<file path="config.mk">
export PLATFORM = sky130hd
export DESIGN_NAME = dpc_div_pipe
export DESIGN_NICKNAME = d
export VERILOG_FILES = /design/src/sv/dpc_div_pipe.sv
export SDC_FILE = /design/constraint.sdc
export NUM_CORES = 2
export LEC_CHECK = 0
export BUFFER_PORTS_ARGS = -buffer_cell sky130_fd_sc_hd__buf_2
export CAP_MARGIN = 40
export CORE_MARGIN = 2
export CORE_UTILIZATION = 50
export DETAILED_ROUTE_END_ITERATION = 6
export PLACE_DENSITY_LB_ADDON = 0.2
export SLEW_MARGIN = 20
export SYNTH_ARGS = -nofsm -noshare
export SYNTH_HDL_FRONTEND = slang
export SYNTH_SLANG_ARGS = --single-unit
</file>
<file path="constraint.sdc">
create_clock -name clock -period 9.1 [get_ports clock]
set_input_delay 0.455 -clock clock [delete_from_list [all_inputs] [get_ports clock]]
set_output_delay 0.455 -clock clock [all_outputs]
set_load 0.02 [all_outputs]
</file>
<file path="src/sv/dpc_div_pipe.sv">
// Pipelined restoring divider, one quotient bit per stage.
// Generic; no package dependency. Caller guarantees num < den * 2**QUO_W.
module dpc_div_pipe #(
   parameter int NUM_W = 34,
   parameter int DEN_W = 17,
   parameter int QUO_W = 18
) (
   input  logic             clock,
   input  logic             enable,
   input  logic [NUM_W-1:0] num,
   input  logic [DEN_W-1:0] den,
   output logic [QUO_W-1:0] quo,
   output logic             rem_nz
);

   localparam int XW = (NUM_W > DEN_W + QUO_W) ? NUM_W : DEN_W + QUO_W;

   // entry 0 is the input register, entry k+1 holds the result of step k
   logic [XW-1:0]    rem_ff [QUO_W+1];
   logic [DEN_W-1:0] den_ff [QUO_W+1];
   logic [QUO_W-1:0] quo_ff [QUO_W+1];

   logic [XW-1:0]    rem_in [QUO_W];
   logic [QUO_W-1:0] quo_in [QUO_W];

   always_comb begin
      logic [XW-1:0] trial;
      for (int k = 0; k < QUO_W; k++) begin
         trial     = XW'(den_ff[k]) << (QUO_W - 1 - k);
         quo_in[k] = quo_ff[k];
         if (rem_ff[k] >= trial) begin
            rem_in[k]                  = rem_ff[k] - trial;
            quo_in[k][QUO_W - 1 - k]   = 1'b1;
         end else begin
            rem_in[k] = rem_ff[k];
         end
      end
   end

   always_ff @(posedge clock) begin
      if (enable) begin
         rem_ff[0] <= XW'(num);
         den_ff[0] <= den;
         quo_ff[0] <= '0;
         for (int k = 0; k < QUO_W; k++) begin
            rem_ff[k+1] <= rem_in[k];
            den_ff[k+1] <= den_ff[k];
            quo_ff[k+1] <= quo_in[k];
         end
      end
   end

   assign quo    = quo_ff[QUO_W];
   assign rem_nz = (rem_ff[QUO_W] != '0);

endmodule

</file>
==> results.cfg <==
[run_status]
status = complete, no violations

[grt]
grt_pass1_wl_um = 190000
antenna_found_initial = 0
grt_overflow = 0
grt_max_degree = 199
grt_usage_pct = 20.3
first_global_vias = 34300

[sta]
period_share_pct = 41.9
clock_skew_ns = 0.0233
setup_viol = 0
max_slew_margin_pct = 35.8
max_freq_mhz = 262
tightest_slew_ns = 0.964
hold_viol = 0
min_period_ns = 3.82
drv_slew = 0
fin_setup_tns_ns = 0
rsz0062_at_grt = false

[finish]
nets = 5210
drive_above_1_share_pct = 8.29
post-route-util_pct = 56.2
syn2layout_area_growth_pct = 12.1
diodes = 0

[pwr]
internal-power_mw = 12.6
leakage_nw = 24.2
ir_drop_mv = 0.162
switching_share_pct = 32.6
seqPwrFrac_pct = 42.7
comb_power_share_pct = 31.0
power.switching_mw = 6.08
clockPowerShare_pct = 26.3
p_per_area_nw_per_um2 = 291

[yosys]
synth.distinct_cells = 90
synth_top_area_cell = edfxtp_1
ys_ff_latch = 1141
syn_area_um2 = 57100
synth_area_leaders = edfxtp_1, ha_1, xnor2_1
syn_avg_cell_area_um2 = 12.4
yosysMostFrequentCell = edfxtp_1
synthArstFlopShare_pct = 0
netlist.area_leader.share_pct = 60.0
yosys-top-cells-count = edfxtp_1, inv_1, nand2_1, ha_1, a21oi_1
netlist_instances = 4624
yosys_warnings = 0
syn_nets = 5001
yosysSeqAreaShare_pct = 60.0
synth_edf_count = 1141
ys.flop_type = edfxtp_1

[drt]
route.detailed.drc = 0
drt-pass1-iter-count = 5
finalWirelength_um = 120000
vias_per_cell = 5.57
wl_per_cell_um = 18.6
ant_nets = 0
drt_iter0_markers = 3147
vias = 35900

[clocking]
clockBufferDepth = 3
numClockSinks = 1141
cts_setup_buffers = 0
insertion_delay_ns = 0.72
clk_pin_slew_ns = 0.06
cts_tree = yes
cts_buffers = 121
htreeDepth = 3
root_buffer = clkbuf_16

[floorplanning]
die_area_um2 = 117000
core_um2 = 114000
die_y_um = 342
start_util_pct = 50.2
rows = 124
pin_count = 72
die_w_um = 342

[worst_setup_path]
path_class = reg2reg
end_kind = flip-flop
cp-start-kind = flip-flop
cp.required_ns = 9.54
worstPathArrival_ns = 4.26
cp_max_fo = 20
endpoint = rem_ff[15][14]
worstReg2RegEnd = rem_ff[15][14]
worst-r2r-cell-count = 13
r2r_slack_ns = 5.28
worst_r2r_startpoint = rem_ff[14][3]
crit_start = rem_ff[14][3]

[placed_design]
port_buffers = 71
hpwl_um = 86700
gp_congestion = 0.878

[flow_run]
drv_cap = 0

[worst_hold_path]
hold_class = in2reg
-- worst min-delay path by stage --
stage | start | to | slack, ns | cells after the start
floorplan | quo_ff[9][10] | quo_ff[10][10] | 0.40 | 0
global placement | quo_ff[15][8] | quo_ff[16][8] | 0.40 | 0
detailed placement | quo_ff[10][17] | quo_ff[11][17] | 0.40 | 0
CTS | enable | den_ff[8][15] | 0.28 | 1
global route | enable | den_ff[8][14] | 0.31 | 1
finish | enable | den_ff[8][15] | 0.26 | 1
-- cell usage in the layout (no fill, tap or decap), types with 20 or more instances in the layout --
| cell type | count |
|---|---|
| o21ai_0 | 278 |
| nand2_1 | 316 |
| nand2b_1 | 55 |
| or3_1 | 43 |
| or2_2 | 22 |
| o31a_1 | 23 |
| buf_2 | 72 |
| nor4_1 | 83 |
| xor2_1 | 189 |
| dlygate4sd3_1 | 51 |
| a21oi_1 | 279 |
| nand3_1 | 75 |
| nor3_1 | 99 |
| clkbuf_16 | 121 |
| nand3b_1 | 21 |
| buf_4 | 20 |
| clkbuf_1 | 23 |
| or4_1 | 34 |
| a21o_1 | 112 |
| and3_1 | 29 |
| nand4_1 | 53 |
| a31oi_1 | 29 |
| o21a_1 | 59 |
| nor2_1 | 248 |
| edfxtp_1 | 1141 |
| clkinv_1 | 27 |
| xnor2_1 | 194 |
| a211oi_1 | 30 |
| nor2b_1 | 54 |
| mux2_2 | 70 |
| ha_1 | 306 |
| o31ai_1 | 36 |
| o21bai_1 | 23 |
| inv_1 | 392 |
-- power groups by stage --
stage / logic (mW) / registers, mW / clock network [mW]
2_1_floorplan: 4.43 / 7.70 / 0
3_3_place_gp: 5.61 / 8.07 / 0
3_5_place_dp: 5.68 / 8.08 / 0
4_1_cts: 5.74 / 7.98 / 5.04
5_1_grt: 6.45 / 8.07 / 5.24
6_report: 5.79 / 7.96 / 4.90
-- metrics by stage --
stage	hold WS, ns	area [µm²]	setup slack (ns)	std cells	total power, mW
2_1_floorplan	0.400	57100	5.93	4624	12.1
3_3_place_gp	0.400	59400	5.39	6160	13.7
3_5_place_dp	0.405	59500	5.46	6166	13.8
4_1_cts	0.276	64000	5.44	6442	18.8
5_1_grt	0.308	64000	5.03	6447	19.8
6_report	0.263	64000	5.28	6447	18.7
-- final cells by class --
cell class	instances	area [µm²]
multi-input cells	3018	21100
repair buffers	158	1290
well taps	1512	1890
fillers	9439	49800
clock inverters	81	858
flip-flops and latches	1141	34300
clock buffers	144	3110
inverters	393	1480
-- flip-flops by register name, indices dropped and copies added (netlist names) --
name / flops
den_ff: 306
quo_ff: 171
rem_ff: 664
-- logic make-up after synthesis --
family	share of synthesized area [%]
flip-flops	60.0
XOR/XNOR	5.87
multiplexers	1.61
adder cells (fa/ha/maj)	7.33
AND/OR/NAND/NOR	11.0
AO/OA/AOI/OAI	11.1
buffers and inverters	3.12
-- worst max-delay path, cell delays in order, from the launching register on --
cell and delay (ns):
edfxtp_1 0.38, inv_1 0.07, ha_1 0.15, inv_1 0.05, fa_1 0.41, a21o_1 0.23, a221oi_1 0.56, a21oi_1 0.28
a22o_1 0.35, nor3_2 0.20, buf_4 0.28, inv_1 0.31, nor2_1 0.19, a21oi_1 0.06
-- per-layer routing --
layer / global-route usage, % / vias to the layer above / part of all wire (%)
met5: 0 / - / 0
met4: 5.46 / 0 / 2.1
met3: 2.58 / 159 / 4.2
met2: 34.1 / 736 / 48
met1: 28.0 / 17300 / 45
li1: - / 17700 / -
-- what timing repair did --
item / CTS / global route
hold buffers: 51 / 0
endpoints found under the hold margin: 51 / 0
gates resized for setup: 0 / 0
Power figures use the tool's default switching activity.
